==> src/tmc_pkg.sv <==
`timescale 1ns / 1ps
// ----------------------------------------------------------------------------
// tmc_pkg
// Shared types and codes for the thermostat mode controller.
// ----------------------------------------------------------------------------
package tmc_pkg;

    typedef logic [2:0] t_state;

    // Controller states
    localparam t_state ST_IDLE  = 3'd0;
    localparam t_state ST_FAN   = 3'd1;
    localparam t_state ST_AHEAT = 3'd2;
    localparam t_state ST_HEAT  = 3'd3;
    localparam t_state ST_ACOOL = 3'd4;
    localparam t_state ST_COOL  = 3'd5;

    // User selection codes for manual evaluation
    localparam logic [2:0] SEL_IDLE = 3'd0;
    localparam logic [2:0] SEL_FAN  = 3'd1;
    localparam logic [2:0] SEL_HEAT = 3'd3;
    localparam logic [2:0] SEL_COOL = 3'd5;

    // Command opcodes
    localparam logic [1:0] OP_MANUAL = 2'd0;
    localparam logic [1:0] OP_AUTO   = 2'd1;
    localparam logic [1:0] OP_TOUCH  = 2'd2;
    localparam logic [1:0] OP_NONE   = 2'd3;

    // Configuration register indexes
    localparam logic [1:0] CFG_INACTIVITY = 2'd0;
    localparam logic [1:0] CFG_REVERSAL   = 2'd1;
    localparam logic [1:0] CFG_REPEAT     = 2'd2;
    localparam logic [1:0] CFG_MARGIN     = 2'd3;

    localparam int CFG_IDX_W  = 2;
    localparam int CFG_DATA_W = 32;

    localparam logic [31:0] RST_INACTIVITY = 32'd70000;
    localparam logic [31:0] RST_REVERSAL   = 32'd480000;
    localparam logic [31:0] RST_REPEAT     = 32'd300000;
    localparam logic [9:0]  RST_MARGIN     = 10'd10;

    typedef struct packed {
        logic [31:0] inactivity_limit_ms;
        logic [31:0] reversal_delay_ms;
        logic [31:0] repeat_delay_ms;
        logic [9:0]  band_margin;
    } t_cfg;

    typedef struct packed {
        logic [1:0]         opcode;
        logic [31:0]        now_ms;
        logic               locked;
        logic [2:0]         selected_state;
        logic signed [11:0] temperature;
        logic signed [11:0] goal_temperature;
    } t_item;

    typedef struct packed {
        t_state mode;
        t_state heavy_left;
    } t_mode;

    typedef struct packed {
        t_state state;
        t_state last_heavy;
        logic   timed_out;
        logic   delay_holding;
    } t_result;

endpackage

==> src/tmc_if.sv <==
`timescale 1ns / 1ps
// ----------------------------------------------------------------------------
// tmc_cmd_if / tmc_res_if
// Valid/ready channels for controller commands and results.
// ----------------------------------------------------------------------------
interface tmc_cmd_if;
    logic               valid;
    logic               ready;
    logic [1:0]         opcode;
    logic [31:0]        now_ms;
    logic               locked;
    logic [2:0]         selected_state;
    logic signed [11:0] temperature;
    logic signed [11:0] goal_temperature;

    modport source (
        output valid, opcode, now_ms, locked, selected_state, temperature,
               goal_temperature,
        input  ready
    );
    modport sink (
        input  valid, opcode, now_ms, locked, selected_state, temperature,
               goal_temperature,
        output ready
    );
endinterface

interface tmc_res_if;
    logic       valid;
    logic       ready;
    logic [2:0] state;
    logic [2:0] last_heavy;
    logic       timed_out;
    logic       delay_holding;

    modport source (
        output valid, state, last_heavy, timed_out, delay_holding,
        input  ready
    );
    modport sink (
        input  valid, state, last_heavy, timed_out, delay_holding,
        output ready
    );
endinterface

==> src/thermostat_mode_controller.sv <==
`timescale 1ns / 1ps
// ----------------------------------------------------------------------------
// thermostat_mode_controller
// Six-state HVAC mode controller with hysteresis band and compressor delay.
// ----------------------------------------------------------------------------
// The block takes one command transaction per clock while the result side
// is not stalled, and returns exactly one result per command through an
// input register and then a result register. The rate is set by the mode
// state update, which closes inside the evaluation stage; the two registers
// separate the channels, so a new command is taken while a finished result
// waits if the input register is empty. Configuration writes take effect on
// the next cycle and are meant to be made while no command is in flight.
// ----------------------------------------------------------------------------
module thermostat_mode_controller
    import tmc_pkg::*;
#(
    parameter int TIME_BITS = 32,
    parameter int TEMP_BITS = 16
) (
    input  logic                  i_clk,
    input  logic                  i_rst_n,
    input  logic                  i_cfg_we,
    input  logic [CFG_IDX_W-1:0]  i_cfg_idx,
    input  logic [CFG_DATA_W-1:0] i_cfg_data,
    tmc_cmd_if.sink               i_cmd,
    tmc_res_if.source             o_res
);

    t_cfg                 cfg;
    t_item                r_item;
    logic                 r_in_valid;
    t_result              r_res;
    logic                 r_out_valid;
    t_mode                r_mode;
    logic [TIME_BITS-1:0] r_heavy_stamp;
    logic [TIME_BITS-1:0] r_inter_stamp;

    t_mode                n_mode;
    logic [TIME_BITS-1:0] n_heavy_stamp;
    logic [TIME_BITS-1:0] n_inter_stamp;
    t_result              n_res;

    logic out_free;
    logic advance;
    logic cmd_take;

    tmc_cfg u_cfg (
        .i_clk      (i_clk),
        .i_rst_n    (i_rst_n),
        .i_cfg_we   (i_cfg_we),
        .i_cfg_idx  (i_cfg_idx),
        .i_cfg_data (i_cfg_data),
        .o_cfg      (cfg)
    );

    tmc_eval #(
        .TIME_BITS (TIME_BITS),
        .TEMP_BITS (TEMP_BITS)
    ) u_eval (
        .i_item        (r_item),
        .i_cfg         (cfg),
        .i_mode        (r_mode),
        .i_heavy_stamp (r_heavy_stamp),
        .i_inter_stamp (r_inter_stamp),
        .o_mode        (n_mode),
        .o_heavy_stamp (n_heavy_stamp),
        .o_inter_stamp (n_inter_stamp),
        .o_result      (n_res)
    );

    assign out_free    = !r_out_valid || o_res.ready;
    assign advance     = r_in_valid && out_free;
    assign i_cmd.ready = !r_in_valid || advance;
    assign cmd_take    = i_cmd.valid && i_cmd.ready;

    // Input register
    always_ff @(posedge i_clk) begin
        if (!i_rst_n) begin
            r_in_valid <= 1'b0;
        end else if (cmd_take) begin
            r_in_valid <= 1'b1;
        end else if (advance) begin
            r_in_valid <= 1'b0;
        end
    end

    always_ff @(posedge i_clk) begin
        if (cmd_take) begin
            r_item.opcode           <= i_cmd.opcode;
            r_item.now_ms           <= i_cmd.now_ms;
            r_item.locked           <= i_cmd.locked;
            r_item.selected_state   <= i_cmd.selected_state;
            r_item.temperature      <= i_cmd.temperature;
            r_item.goal_temperature <= i_cmd.goal_temperature;
        end
    end

    // Mode state and result register
    always_ff @(posedge i_clk) begin
        if (!i_rst_n) begin
            r_mode.mode       <= ST_IDLE;
            r_mode.heavy_left <= ST_IDLE;
            r_heavy_stamp     <= '0;
            r_inter_stamp     <= '0;
            r_out_valid       <= 1'b0;
        end else begin
            if (advance) begin
                r_mode        <= n_mode;
                r_heavy_stamp <= n_heavy_stamp;
                r_inter_stamp <= n_inter_stamp;
                r_out_valid   <= 1'b1;
            end else if (o_res.ready) begin
                r_out_valid   <= 1'b0;
            end
        end
    end

    always_ff @(posedge i_clk) begin
        if (advance) begin
            r_res <= n_res;
        end
    end

    assign o_res.valid         = r_out_valid;
    assign o_res.state         = r_res.state;
    assign o_res.last_heavy    = r_res.last_heavy;
    assign o_res.timed_out     = r_res.timed_out;
    assign o_res.delay_holding = r_res.delay_holding;

    // A forced idle never reports a hold
    a_timeout_idle: assert property (@(posedge i_clk) disable iff (!i_rst_n)
        (r_out_valid && r_res.timed_out) |->
            (r_res.state == ST_IDLE && !r_res.delay_holding))
        else $error("timeout result not idle");

    // A hold leaves the state awaiting
    a_hold_awaiting: assert property (@(posedge i_clk) disable iff (!i_rst_n)
        (r_out_valid && r_res.delay_holding) |->
            (r_res.state == ST_AHEAT || r_res.state == ST_ACOOL))
        else $error("hold reported outside an awaiting state");

    // Only heat or cool is ever recorded as left
    a_heavy_code: assert property (@(posedge i_clk) disable iff (!i_rst_n)
        (r_mode.heavy_left == ST_IDLE || r_mode.heavy_left == ST_HEAT ||
         r_mode.heavy_left == ST_COOL))
        else $error("bad recorded heavy state");

    // A pending command moves to the result register once it is free
    a_progress: assert property (@(posedge i_clk) disable iff (!i_rst_n)
        (r_in_valid && !r_out_valid) |=> r_out_valid)
        else $error("pending command did not advance");

endmodule

==> src/tmc_cfg.sv <==
`timescale 1ns / 1ps
// ----------------------------------------------------------------------------
// tmc_cfg
// Configuration register file: delays, inactivity limit and band margin.
// ----------------------------------------------------------------------------
module tmc_cfg
    import tmc_pkg::*;
(
    input  logic                  i_clk,
    input  logic                  i_rst_n,
    input  logic                  i_cfg_we,
    input  logic [CFG_IDX_W-1:0]  i_cfg_idx,
    input  logic [CFG_DATA_W-1:0] i_cfg_data,
    output t_cfg                  o_cfg
);

    t_cfg r_cfg;

    always_ff @(posedge i_clk) begin
        if (!i_rst_n) begin
            r_cfg.inactivity_limit_ms <= RST_INACTIVITY;
            r_cfg.reversal_delay_ms   <= RST_REVERSAL;
            r_cfg.repeat_delay_ms     <= RST_REPEAT;
            r_cfg.band_margin         <= RST_MARGIN;
        end else if (i_cfg_we) begin
            unique case (i_cfg_idx)
                CFG_INACTIVITY: r_cfg.inactivity_limit_ms <= i_cfg_data;
                CFG_REVERSAL:   r_cfg.reversal_delay_ms   <= i_cfg_data;
                CFG_REPEAT:     r_cfg.repeat_delay_ms     <= i_cfg_data;
                CFG_MARGIN:     r_cfg.band_margin         <= i_cfg_data[9:0];
            endcase
        end
    end

    assign o_cfg = r_cfg;

endmodule

==> src/tmc_eval.sv <==
`timescale 1ns / 1ps
// ----------------------------------------------------------------------------
// tmc_eval
// Single-pass evaluation of one command against the current mode state.
// ----------------------------------------------------------------------------
module tmc_eval
    import tmc_pkg::*;
#(
    parameter int TIME_BITS = 32,
    parameter int TEMP_BITS = 16
) (
    input  t_item                i_item,
    input  t_cfg                 i_cfg,
    input  t_mode                i_mode,
    input  logic [TIME_BITS-1:0] i_heavy_stamp,
    input  logic [TIME_BITS-1:0] i_inter_stamp,
    output t_mode                o_mode,
    output logic [TIME_BITS-1:0] o_heavy_stamp,
    output logic [TIME_BITS-1:0] o_inter_stamp,
    output t_result              o_result
);

    localparam int CMP_W = (TIME_BITS > 32) ? TIME_BITS : 32;
    localparam int WIDE  = 34;
    localparam logic signed [WIDE-1:0] SAT_HI =
        {{(WIDE-TEMP_BITS+1){1'b0}}, {(TEMP_BITS-1){1'b1}}};
    localparam logic signed [WIDE-1:0] SAT_LO = ~SAT_HI;

    function automatic logic signed [WIDE-1:0] f_sat(input logic signed [WIDE-1:0] v);
        if (v > SAT_HI) begin
            return SAT_HI;
        end else if (v < SAT_LO) begin
            return SAT_LO;
        end else begin
            return v;
        end
    endfunction

    function automatic t_state f_active(input t_state s);
        if (s == ST_AHEAT) begin
            return ST_HEAT;
        end else if (s == ST_ACOOL) begin
            return ST_COOL;
        end else begin
            return s;
        end
    endfunction

    function automatic logic [2:0] f_own_sel(input t_state s);
        logic [2:0] sel;
        unique case (s)
            ST_FAN:            sel = SEL_FAN;
            ST_AHEAT, ST_HEAT: sel = SEL_HEAT;
            ST_ACOOL, ST_COOL: sel = SEL_COOL;
            default:           sel = SEL_IDLE;
        endcase
        return sel;
    endfunction

    function automatic logic [31:0] f_delay(input t_state from_s, input t_state to_s,
                                            input t_cfg cfg);
        t_state a;
        t_state b;
        a = f_active(from_s);
        b = f_active(to_s);
        if ((a == ST_HEAT && b == ST_COOL) || (a == ST_COOL && b == ST_HEAT)) begin
            return cfg.reversal_delay_ms;
        end else if ((a == ST_HEAT || a == ST_COOL) && a == b) begin
            return cfg.repeat_delay_ms;
        end else begin
            return '0;
        end
    endfunction

    logic [CMP_W-1:0]       now_ext;
    logic [TIME_BITS-1:0]   now_t;
    logic [TIME_BITS-1:0]   inter_elapsed;
    logic [TIME_BITS-1:0]   heavy_elapsed;
    logic                   expired;
    logic signed [WIDE-1:0] temp_w;
    logic signed [WIDE-1:0] goal_w;
    logic signed [WIDE-1:0] margin_w;
    logic signed [WIDE-1:0] diff_w;
    logic signed [WIDE-1:0] mag_w;
    logic                   below;
    logic                   above;
    logic                   near;
    logic                   sel_valid;
    t_state                 target;
    t_state                 cur;
    t_state                 next_pre;
    t_state                 delay_to;
    t_state                 heavy_left;
    logic                   moved;
    logic                   run_stage;
    logic                   is_auto;
    logic                   touch;
    logic                   timed_out;
    logic                   record;
    logic                   awaiting;
    logic                   blocked;
    logic [31:0]            delay_ms;

    // Band comparisons
    always_comb begin
        temp_w   = WIDE'(i_item.temperature);
        goal_w   = WIDE'(i_item.goal_temperature);
        margin_w = signed'(WIDE'(i_cfg.band_margin));
        below    = f_sat(temp_w + margin_w) < goal_w;
        above    = f_sat(temp_w - margin_w) > goal_w;
        diff_w   = f_sat(temp_w - goal_w);
        mag_w    = f_sat((diff_w < 0) ? -diff_w : diff_w);
        near     = mag_w < margin_w;
    end

    always_comb begin
        now_ext       = CMP_W'(i_item.now_ms);
        now_t         = now_ext[TIME_BITS-1:0];
        inter_elapsed = now_t - i_inter_stamp;
        expired       = i_item.locked &&
                        (CMP_W'(inter_elapsed) > CMP_W'(i_cfg.inactivity_limit_ms));
    end

    always_comb begin
        unique case (i_item.selected_state)
            SEL_IDLE: begin sel_valid = 1'b1; target = ST_IDLE;  end
            SEL_FAN:  begin sel_valid = 1'b1; target = ST_FAN;   end
            SEL_HEAT: begin sel_valid = 1'b1; target = ST_AHEAT; end
            SEL_COOL: begin sel_valid = 1'b1; target = ST_ACOOL; end
            default:  begin sel_valid = 1'b0; target = ST_IDLE;  end
        endcase
    end

    always_comb begin
        cur       = i_mode.mode;
        next_pre  = cur;
        moved     = 1'b0;
        run_stage = 1'b0;
        is_auto   = 1'b0;
        touch     = 1'b0;
        timed_out = 1'b0;

        unique case (i_item.opcode)
            OP_MANUAL: begin
                if (expired) begin
                    moved     = 1'b1;
                    next_pre  = ST_IDLE;
                    timed_out = 1'b1;
                end else begin
                    run_stage = 1'b1;
                    if (sel_valid && i_item.selected_state != f_own_sel(cur)) begin
                        moved    = 1'b1;
                        next_pre = target;
                    end
                end
            end
            OP_AUTO: begin
                run_stage = 1'b1;
                is_auto   = 1'b1;
                if (expired) begin
                    moved     = 1'b1;
                    next_pre  = ST_IDLE;
                    timed_out = 1'b1;
                end else if (cur == ST_HEAT) begin
                    if (above) begin
                        moved    = 1'b1;
                        next_pre = ST_ACOOL;
                    end else if (near) begin
                        moved    = 1'b1;
                        next_pre = ST_IDLE;
                    end
                end else if (cur == ST_COOL) begin
                    if (below) begin
                        moved    = 1'b1;
                        next_pre = ST_AHEAT;
                    end else if (near) begin
                        moved    = 1'b1;
                        next_pre = ST_IDLE;
                    end
                end else begin
                    moved = 1'b1;
                    if (below) begin
                        next_pre = ST_AHEAT;
                    end else if (above) begin
                        next_pre = ST_ACOOL;
                    end else begin
                        next_pre = ST_IDLE;
                    end
                end
            end
            OP_TOUCH: touch = 1'b1;
            OP_NONE:  ;
        endcase
    end

    // Record the heavy state being left, then run the protection delay
    always_comb begin
        record        = moved && (cur == ST_HEAT || cur == ST_COOL);
        heavy_left    = record ? cur : i_mode.heavy_left;
        o_heavy_stamp = record ? now_t : i_heavy_stamp;
        o_inter_stamp = touch ? now_t : i_inter_stamp;

        delay_to      = is_auto ? next_pre : i_item.selected_state;
        delay_ms      = f_delay(heavy_left, delay_to, i_cfg);
        heavy_elapsed = now_t - o_heavy_stamp;
        blocked       = (CMP_W'(heavy_elapsed) < CMP_W'(delay_ms)) ||
                        (is_auto && i_item.temperature[11]);
        awaiting      = run_stage && (next_pre == ST_AHEAT || next_pre == ST_ACOOL);

        o_mode.mode       = (awaiting && !blocked) ? f_active(next_pre) : next_pre;
        o_mode.heavy_left = heavy_left;

        o_result.state         = o_mode.mode;
        o_result.last_heavy    = heavy_left;
        o_result.timed_out     = timed_out;
        o_result.delay_holding = awaiting && blocked;
    end

endmodule
==> src/flat_wrapper.sv <==
// flat-port wrapper written by rule: the top's interface ports become plain ports
module thermostat_mode_controller_flat import tmc_pkg::*;
#(
    parameter int TIME_BITS = 32,
    parameter int TEMP_BITS = 16
)
  (i_clk, i_rst_n, i_cfg_we, i_cfg_idx, i_cfg_data, i_cmd_valid, i_cmd_opcode, i_cmd_now_ms, i_cmd_locked, i_cmd_selected_state, i_cmd_temperature, i_cmd_goal_temperature, i_cmd_ready, o_res_valid, o_res_state, o_res_last_heavy, o_res_timed_out, o_res_delay_holding, o_res_ready);
  tmc_cmd_if i_cmd_i ();
  tmc_res_if o_res_i ();
  input  logic i_clk;
  input  logic i_rst_n;
  input  logic i_cfg_we;
  input  logic [CFG_IDX_W-1:0] i_cfg_idx;
  input  logic [CFG_DATA_W-1:0] i_cfg_data;
  input wire logic [$bits(i_cmd_i.valid)-1:0] i_cmd_valid;
  input wire logic [$bits(i_cmd_i.opcode)-1:0] i_cmd_opcode;
  input wire logic [$bits(i_cmd_i.now_ms)-1:0] i_cmd_now_ms;
  input wire logic [$bits(i_cmd_i.locked)-1:0] i_cmd_locked;
  input wire logic [$bits(i_cmd_i.selected_state)-1:0] i_cmd_selected_state;
  input wire logic [$bits(i_cmd_i.temperature)-1:0] i_cmd_temperature;
  input wire logic [$bits(i_cmd_i.goal_temperature)-1:0] i_cmd_goal_temperature;
  output wire logic [$bits(i_cmd_i.ready)-1:0] i_cmd_ready;
  output wire logic [$bits(o_res_i.valid)-1:0] o_res_valid;
  output wire logic [$bits(o_res_i.state)-1:0] o_res_state;
  output wire logic [$bits(o_res_i.last_heavy)-1:0] o_res_last_heavy;
  output wire logic [$bits(o_res_i.timed_out)-1:0] o_res_timed_out;
  output wire logic [$bits(o_res_i.delay_holding)-1:0] o_res_delay_holding;
  input wire logic [$bits(o_res_i.ready)-1:0] o_res_ready;
  assign i_cmd_i.valid = i_cmd_valid;
  assign i_cmd_i.opcode = i_cmd_opcode;
  assign i_cmd_i.now_ms = i_cmd_now_ms;
  assign i_cmd_i.locked = i_cmd_locked;
  assign i_cmd_i.selected_state = i_cmd_selected_state;
  assign i_cmd_i.temperature = i_cmd_temperature;
  assign i_cmd_i.goal_temperature = i_cmd_goal_temperature;
  assign i_cmd_ready = i_cmd_i.ready;
  assign o_res_valid = o_res_i.valid;
  assign o_res_state = o_res_i.state;
  assign o_res_last_heavy = o_res_i.last_heavy;
  assign o_res_timed_out = o_res_i.timed_out;
  assign o_res_delay_holding = o_res_i.delay_holding;
  assign o_res_i.ready = o_res_ready;
  thermostat_mode_controller #(.TIME_BITS(TIME_BITS), .TEMP_BITS(TEMP_BITS)) u_core (.i_clk(i_clk), .i_rst_n(i_rst_n), .i_cfg_we(i_cfg_we), .i_cfg_idx(i_cfg_idx), .i_cfg_data(i_cfg_data), .i_cmd(i_cmd_i), .o_res(o_res_i));
endmodule
==> config.mk <==
export PLATFORM = sky130hd
export DESIGN_NAME = thermostat_mode_controller_flat
export DESIGN_NICKNAME = d
export VERILOG_FILES = /design/src/tmc_pkg.sv /design/src/tmc_if.sv /design/src/thermostat_mode_controller.sv /design/src/tmc_cfg.sv /design/src/tmc_eval.sv /design/src/flat_wrapper.sv
export SDC_FILE = /design/constraint.sdc
export NUM_CORES = 1
export LEC_CHECK = 0
export BUFFER_PORTS_ARGS = -buffer_cell sky130_fd_sc_hd__buf_2
export CORE_AREA = 10 10 192 239
export DETAILED_ROUTE_END_ITERATION = 7
export DIE_AREA = 0 0 202 249
export PLACE_DENSITY_LB_ADDON = 0.2
export SYNTH_ARGS = -nofsm -noshare
export SYNTH_HDL_FRONTEND = slang
export SYNTH_SLANG_ARGS = --single-unit
==> constraint.sdc <==
create_clock -name i_clk -period 16 [get_ports i_clk]
set_input_delay 3.2 -clock i_clk [delete_from_list [all_inputs] [get_ports i_clk]]
set_output_delay 3.2 -clock i_clk [all_outputs]
set_load 0.05 [all_outputs]
# After elaboration in Yosys (flattened, before gate mapping)

Cells that the tools add are included.

Order comparisons: 14
Eq/ne operators: 25
Reduce and logical (&&, ||, !) cells: 36
Add/subtract/negate cells: 6
Multiplexer cells: 55

Operator list:

| operator                                                         | number |
|---|---|
| 2-to-1 mux 34 bit                                                | 9 |
| 2-to-1 mux 32 bit                                                | 3 |
| greater-than comparator 34 x 16 -> 1 bit (second input constant) | 2 |
| < comparator 34 x 16 -> 1 bit (second input constant)            | 2 |
| subtractor 32 bit                                                | 2 |
| 2-to-1 mux 3 bit                                                 | 21 |
| greater-than comparator 34 x 12 -> 1 bit                         | 1 |
| < comparator 34 x 1 -> 1 bit (second input constant)             | 1 |
| < comparator 34 x 11 -> 1 bit                                    | 1 |
| < comparator 34 x 12 -> 1 bit                                    | 1 |
| negator 34 bit                                                   | 1 |
| greater-than comparator 13 x 16 -> 1 bit (second input constant) | 2 |
| greater-than comparator 32 bit                                   | 1 |
| < comparator 13 x 16 -> 1 bit (second input constant)            | 2 |
| < comparator 32 bit                                              | 1 |
| equality test 3 x 2 -> 1 bit (second input constant)             | 8 |
| equality test 3 bit (second input constant)                      | 8 |
| case mux 3 bit (3 select lines)                                  | 2 |
| 2-to-1 mux 1 bit                                                 | 17 |
| adder 12 x 11 -> 13 bit                                          | 1 |
| subtractor 12 x 11 -> 13 bit                                     | 1 |
| subtractor 12 x 12 -> 13 bit                                     | 1 |
| logical AND 1 bit                                                | 12 |
| AND reduction 2 bit                                              | 5 |
| other kinds (14)                                                 | 31 |

Register bits: 248
Output and inout port bits: 10
Word-level logic and storage cells: 156

# Longest topological paths before layout

Word-level depth: 31
Depth in mapped cells: 61
Mapped depth without buffers: 59

# Hierarchy

A second synthesis with hierarchy kept.

Cells, all modules: 2012
Area total of the unflattened synthesis: 17925.9 um^2

By module, submodules not included:

| module                     | cells an instance | instances | area an instance (um^2) |
|---|---|---|---|
| tmc_eval                   | 1229              | 1         | 8787.2 |
| thermostat_mode_controller | 383               | 1         | 5058.6 |
| tmc_cfg                    | 400               | 1         | 4080.2 |

# Worst setup path before layout

No wires, ideal clock.

Kind: flip-flop to flip-flop
From: register u_core.r_item[28] in the netlist's numbering
To: register u_core.r_mode[3] in the netlist's numbering
Stages on the path, launching flop included: 56
Setup time: 0.076 ns
Path slack: 5.330 ns
Required time: 15.924 ns
Data arrival time: 10.594 ns
Path buffers: 2
Cells stage by stage: edfxtp_1 -> inv_1 -> ha_1 -> inv_1 -> fa_1 -> a21oi_1 -> o21bai_1 -> a21oi_1 -> o21ai_0 -> a21o_1 -> o21a_1 -> and2_1 -> o31a_1 -> a41o_1 -> o21a_1 -> a211o_1 -> a21oi_1 -> xnor2_1 -> [20 not listed] -> o21bai_1 -> a21o_1 -> o21ba_2 -> o31a_1 -> o41a_1 -> a211o_1 -> a211oi_1 -> o21bai_1 -> a21oi_1 -> xnor2_1 -> ha_1 -> nand4_1 -> or2_2 -> o221a_2 -> o41ai_1 -> nand2_1 -> a311o_1 -> a31oi_1

RTL lines:

| item                                | line                              | text |
|---|---|---|
| start, declared                     | thermostat_mode_controller.sv:30  | `t_item r_item;` |
| subtractor 32 bit                   | tmc_eval.sv:119                   | `inter_elapsed = now_t - i_inter_stamp;` |
| greater-than comparator 32 bit      | tmc_eval.sv:121                   | `(CMP_W'(inter_elapsed) > CMP_W'(i_cfg.inactivity_limit_ms));` |
| logical AND 1 bit                   | tmc_eval.sv:120                   | `expired = i_item.locked &&` |
| 2-to-1 mux 1 bit (on tied branches) | tmc_eval.sv:160, tmc_eval.sv:145  |  |
| case mux 1 bit (2 select lines)     | tmc_eval.sv:143                   | `unique case (i_item.opcode)` |
| logical AND 1 bit                   | tmc_eval.sv:198                   | `record = moved && (cur == ST_HEAT \|\| cur == ST_COOL);` |
| 2-to-1 mux 32 bit *                 | tmc_eval.sv:200                   | `o_heavy_stamp = record ? now_t : i_heavy_stamp;` |
| net u_core.n_heavy_stamp[0]         | thermostat_mode_controller.sv:39  | `logic [TIME_BITS-1:0] n_heavy_stamp;` |
| subtractor 32 bit *                 | tmc_eval.sv:205                   | `heavy_elapsed = now_t - o_heavy_stamp;` |
| < comparator 32 bit *               | tmc_eval.sv:206                   | `blocked = (CMP_W'(heavy_elapsed) < CMP_W'(delay_ms)) \|\|` |
| logical OR 1 bit *                  | tmc_eval.sv:206                   |  |
| zero test 1 bit *                   | tmc_eval.sv:210                   | `o_mode.mode = (awaiting && !blocked) ? f_active(next_pre) : next_pre;` |
| logical AND 1 bit *                 | tmc_eval.sv:210                   |  |
| 2-to-1 mux 3 bit *                  | tmc_eval.sv:210                   |  |
| end signal, assigned                | thermostat_mode_controller.sv:108 | `r_mode <= n_mode;` |
| end, declared                       | thermostat_mode_controller.sv:34  | `t_mode r_mode;` |

The timed path passes the listed nets; every way through them passes the cells marked *.
A chain may end at the register's enable or synchronous reset.

# Worst setup path after layout

From: register u_core.r_item[29] in the netlist's numbering
To: register u_core.r_mode[3] in the netlist's numbering

RTL lines:

| item                                | line |
|---|---|
| subtractor 32 bit *                 | tmc_eval.sv:119 |
| greater-than comparator 32 bit *    | tmc_eval.sv:121 |
| logical AND 1 bit *                 | tmc_eval.sv:120 |
| 2-to-1 mux 1 bit (on tied branches) | tmc_eval.sv:160, tmc_eval.sv:145 |
| case mux 1 bit (2 select lines) *   | tmc_eval.sv:143 |
| logical AND 1 bit *                 | tmc_eval.sv:198 |
| 2-to-1 mux 32 bit *                 | tmc_eval.sv:200 |
| net u_core.n_heavy_stamp[0]         | thermostat_mode_controller.sv:39 |
| subtractor 32 bit *                 | tmc_eval.sv:205 |
| < comparator 32 bit *               | tmc_eval.sv:206 |
| logical OR 1 bit *                  | tmc_eval.sv:206 |
| zero test 1 bit *                   | tmc_eval.sv:210 |
| logical AND 1 bit *                 | tmc_eval.sv:210 |
| 2-to-1 mux 3 bit *                  | tmc_eval.sv:210 |

Marks and branches as above.

==> impl_metrics.ini <==
[sta]
final.min_clock_period_ns = 12.23
setup_viol = 0
fin_skew_ns = 0.0159
fin_crit_sh_pct = 76.5
rsz0062_at_grt = false
max-slew-margin-rel_pct = 37.6
drv_slew = 0
finalHoldViolations = 0
fmax_ghz = 0.0817
max_slew.worst_pin.slew_ns = 0.936
setup_tns_ns = 0

[drt]
vias_per_cell = 5.32
firstDrtPassIters = 5
initialDrtViolationCount = 688
drtAntennaViolNets = 0
wl_per_cell_um = 17.9
drc = 0
wirelength_um = 45300
vias = 13484

[setup_path]
crit_type = flop to flop
crit_slowest_cell = buf_4
cpPeakStageDelay_ns = 0.55
end_kind = flop
crit_path_frequent_cell = a21oi_1
crit_path_max_fanout = 40
cp-start-kind = flop
critical_path_required_ns = 16.49
arrival_ns = 12.73

[synthesis]
async_reset_ff_share_pct = 0
synth-seq-cells = 248
yosysSeqAreaShare_pct = 34.8
yosysTopAreaCellShare_pct = 21.9
yosysTopAreaCell = dfxtp_1
synthTopCellsByCount = 370 x nand2_1, 194 x ha_1, 178 x dfxtp_1, 118 x inv_1, 116 x a21boi_0
syn_area_mm2 = 0.0163
synth_edf_count = 70
yosys_most_used_dff = dfxtp_1
syn_avg_cell_area_um2 = 8.63
synth.distinct_cells = 72
yosysWarnings = 0
yosysMostFrequentCell = nand2_1
synth_area_leaders = dfxtp_1 22%, ha_1 15%, edfxtp_1 13%
syn_inst = 1883

[finish]
drive_above_1_share_pct = 9.69
syn_to_final_growth_pct = 12.5
post-route-util_pct = 44.6
final-seq-area_mm2 = 0.00567
multi_input_area_mm2 = 0.00988
finalNetCount = 2260
fill_cells = 4085
instances_no_fill = 2535

[placement]
dp_cells = 2482
io_buffers = 110
gp_congestion = 0.922
place.detailed.hpwl_um = 33800

[power_and_ir_drop]
ir_drop_mv = 0.0681
p_leak_nw = 7.37
combPwrFrac_pct = 20.0
clkPwrFrac_pct = 39.5
seqPwrFrac_pct = 40.4
power_switching_mw = 0.490
power_density_mw_per_mm2 = 93.5
p_total_mw = 1.71
p_sw_share_pct = 28.7
intPower_mw = 1.22

[grt]
grt_antenna_before_repair = 1
first_global_vias = 13347
grt_pass1_wl_um = 72400
grt_max_degree = 99
grt_use_total_pct = 17.5
overflow = 0

[job]
drv_cap = 0

[clocking]
insertion_delay_ns = 0.57
numCtsBuffers = 28
ctsResizeCount = 0
root_buffer = clkbuf_16
clock-sinks = 248
cts_tree = yes
post_cts_buffers = 0
cts_hold_buf = 0
cts_buffer_depth = 3
path_clk_slew_ns = 0.06
htree_levels = 1

[die]
die_x_um = 202
dieArea_mm2 = 0.0503
ios = 111
rows = 83
core_area_mm2 = 0.0410
die_h_um = 249
start_util_pct = 39.6

[worst_hold_path]
hp-class = flop to flop

[outcome]
outcome = completed
[cells in the final DEF, fill, tap and decap left out, types with 7 or more instances in the layout]
cell type,synthesis,layout
o21ai_0,50,50
mux2i_1,34,34
xnor2_1,52,52
a21oi_1,95,95
o21bai_1,18,18
nor2b_1,28,27
a21boi_0,116,116
edfxtp_1,70,70
o31a_1,7,7
inv_1,118,118
nor3_1,8,8
o21a_1,31,31
a21o_1,45,45
dfxtp_1,178,178
nand2_1,370,370
o211ai_1,14,14
nand4_1,19,19
a21boi_1,33,33
a22oi_1,32,32
nand2b_1,17,16
nor2_1,84,83
or3_1,8,8
buf_4,0,12
nand3_1,30,30
or2_2,7,7
buf_2,13,109
and3_1,11,11
xor2_1,30,30
a211oi_1,14,14
clkbuf_16,0,31
ha_1,194,194
a31oi_1,9,9
[metal layers]
metal / vias to the layer above / share of wire [%] / wire length [um] / global-route usage [%]
met5: - / 0 / 0 / 0
met4: 0 / 2.9 / 1320 / 5.47
met3: 67 / 3.4 / 1520 / 2.05
met2: 244 / 50 / 22800 / 31.9
met1: 6415 / 43 / 19600 / 20.8
li1: 6758 / - / - / -
[final cells by class]
| cell class | instances | share of cell area (%) |
|---|---|---|
| tap | 552 | 3.78 |
| multi-input combinational | 1443 | 54.0 |
| inverter | 118 | 2.42 |
| clock inverter | 11 | 0.630 |
| clock buffer | 41 | 4.67 |
| sequential | 248 | 31.0 |
| timing repair buffer | 121 | 3.48 |
| antenna | 1 | 0.0137 |
[logic make-up after synthesis]
| group | synth area share, % |
|---|---|
| muxes | 2.30 |
| xor gates and xnor gates | 4.42 |
| DFF | 34.8 |
| and+or+nand+nor | 16.2 |
| adders and majority gates | 15.5 |
| buffers and inverters | 4.56 |
| other | 0.0231 |
| AOI/OAI and AO/OA | 22.1 |
[critical path, delay by kind of cell, from the launching register on]
kind / cells / cell delay (ns)
XOR/XNOR: 2 / 0.25
AO/OA/AOI/OAI: 32 / 6.84
flip-flops: 1 / 0.52
buffers and inverters: 3 / 0.71
AND/OR/NAND/NOR: 10 / 2.21
adder cells (fa/ha/maj): 5 / 1.60
[registers in the layout (all words and copies together), names as in the netlist, 3 cells and up]
signal,flops
u_core.o_res.last_heavy,3
u_core.o_res.state,3
u_core.r_heavy_stamp,32
u_core.r_inter_stamp,32
u_core.r_item,62
u_core.r_mode,6
u_core.u_cfg.o_cfg,106
[power by group through the flow]
stage	logic, mW	registers (mW)	clock network (mW)
4_1_cts	0.345	0.691	0.695
2_1_floorplan	0.247	0.701	0
3_5_place_dp	0.342	0.705	0
6_report	0.343	0.691	0.676
5_1_grt	0.390	0.694	0.718
3_3_place_gp	0.335	0.704	0
[through the flow]
stage                     worst slack (ns)  hold slack (ns)  cell area, um^2
after floorplan                       5.33            0.432            16300
after global placement                4.05            0.441            17300
after detailed placement              3.82            0.446            17300
after CTS                             3.75            0.454            18300
after global routing                  2.82            0.479            18300
final                                 3.77            0.451            18300
[final timing paths]
check / from / end / slack, ns / depth (start not counted)
setup / recovery: u_core.r_item[29] / u_core.r_mode[3] / 3.77 / 52
hold / removal: u_core.r_heavy_stamp[16] / u_core.r_heavy_stamp[16] / 0.45 / 2
setup reg to reg: u_core.r_item[29] / u_core.r_mode[3] / 3.77 / 52
hold reg to reg: u_core.r_heavy_stamp[16] / u_core.r_heavy_stamp[16] / 0.45 / 2
Note: power is estimated with default switching activity, not from simulation.
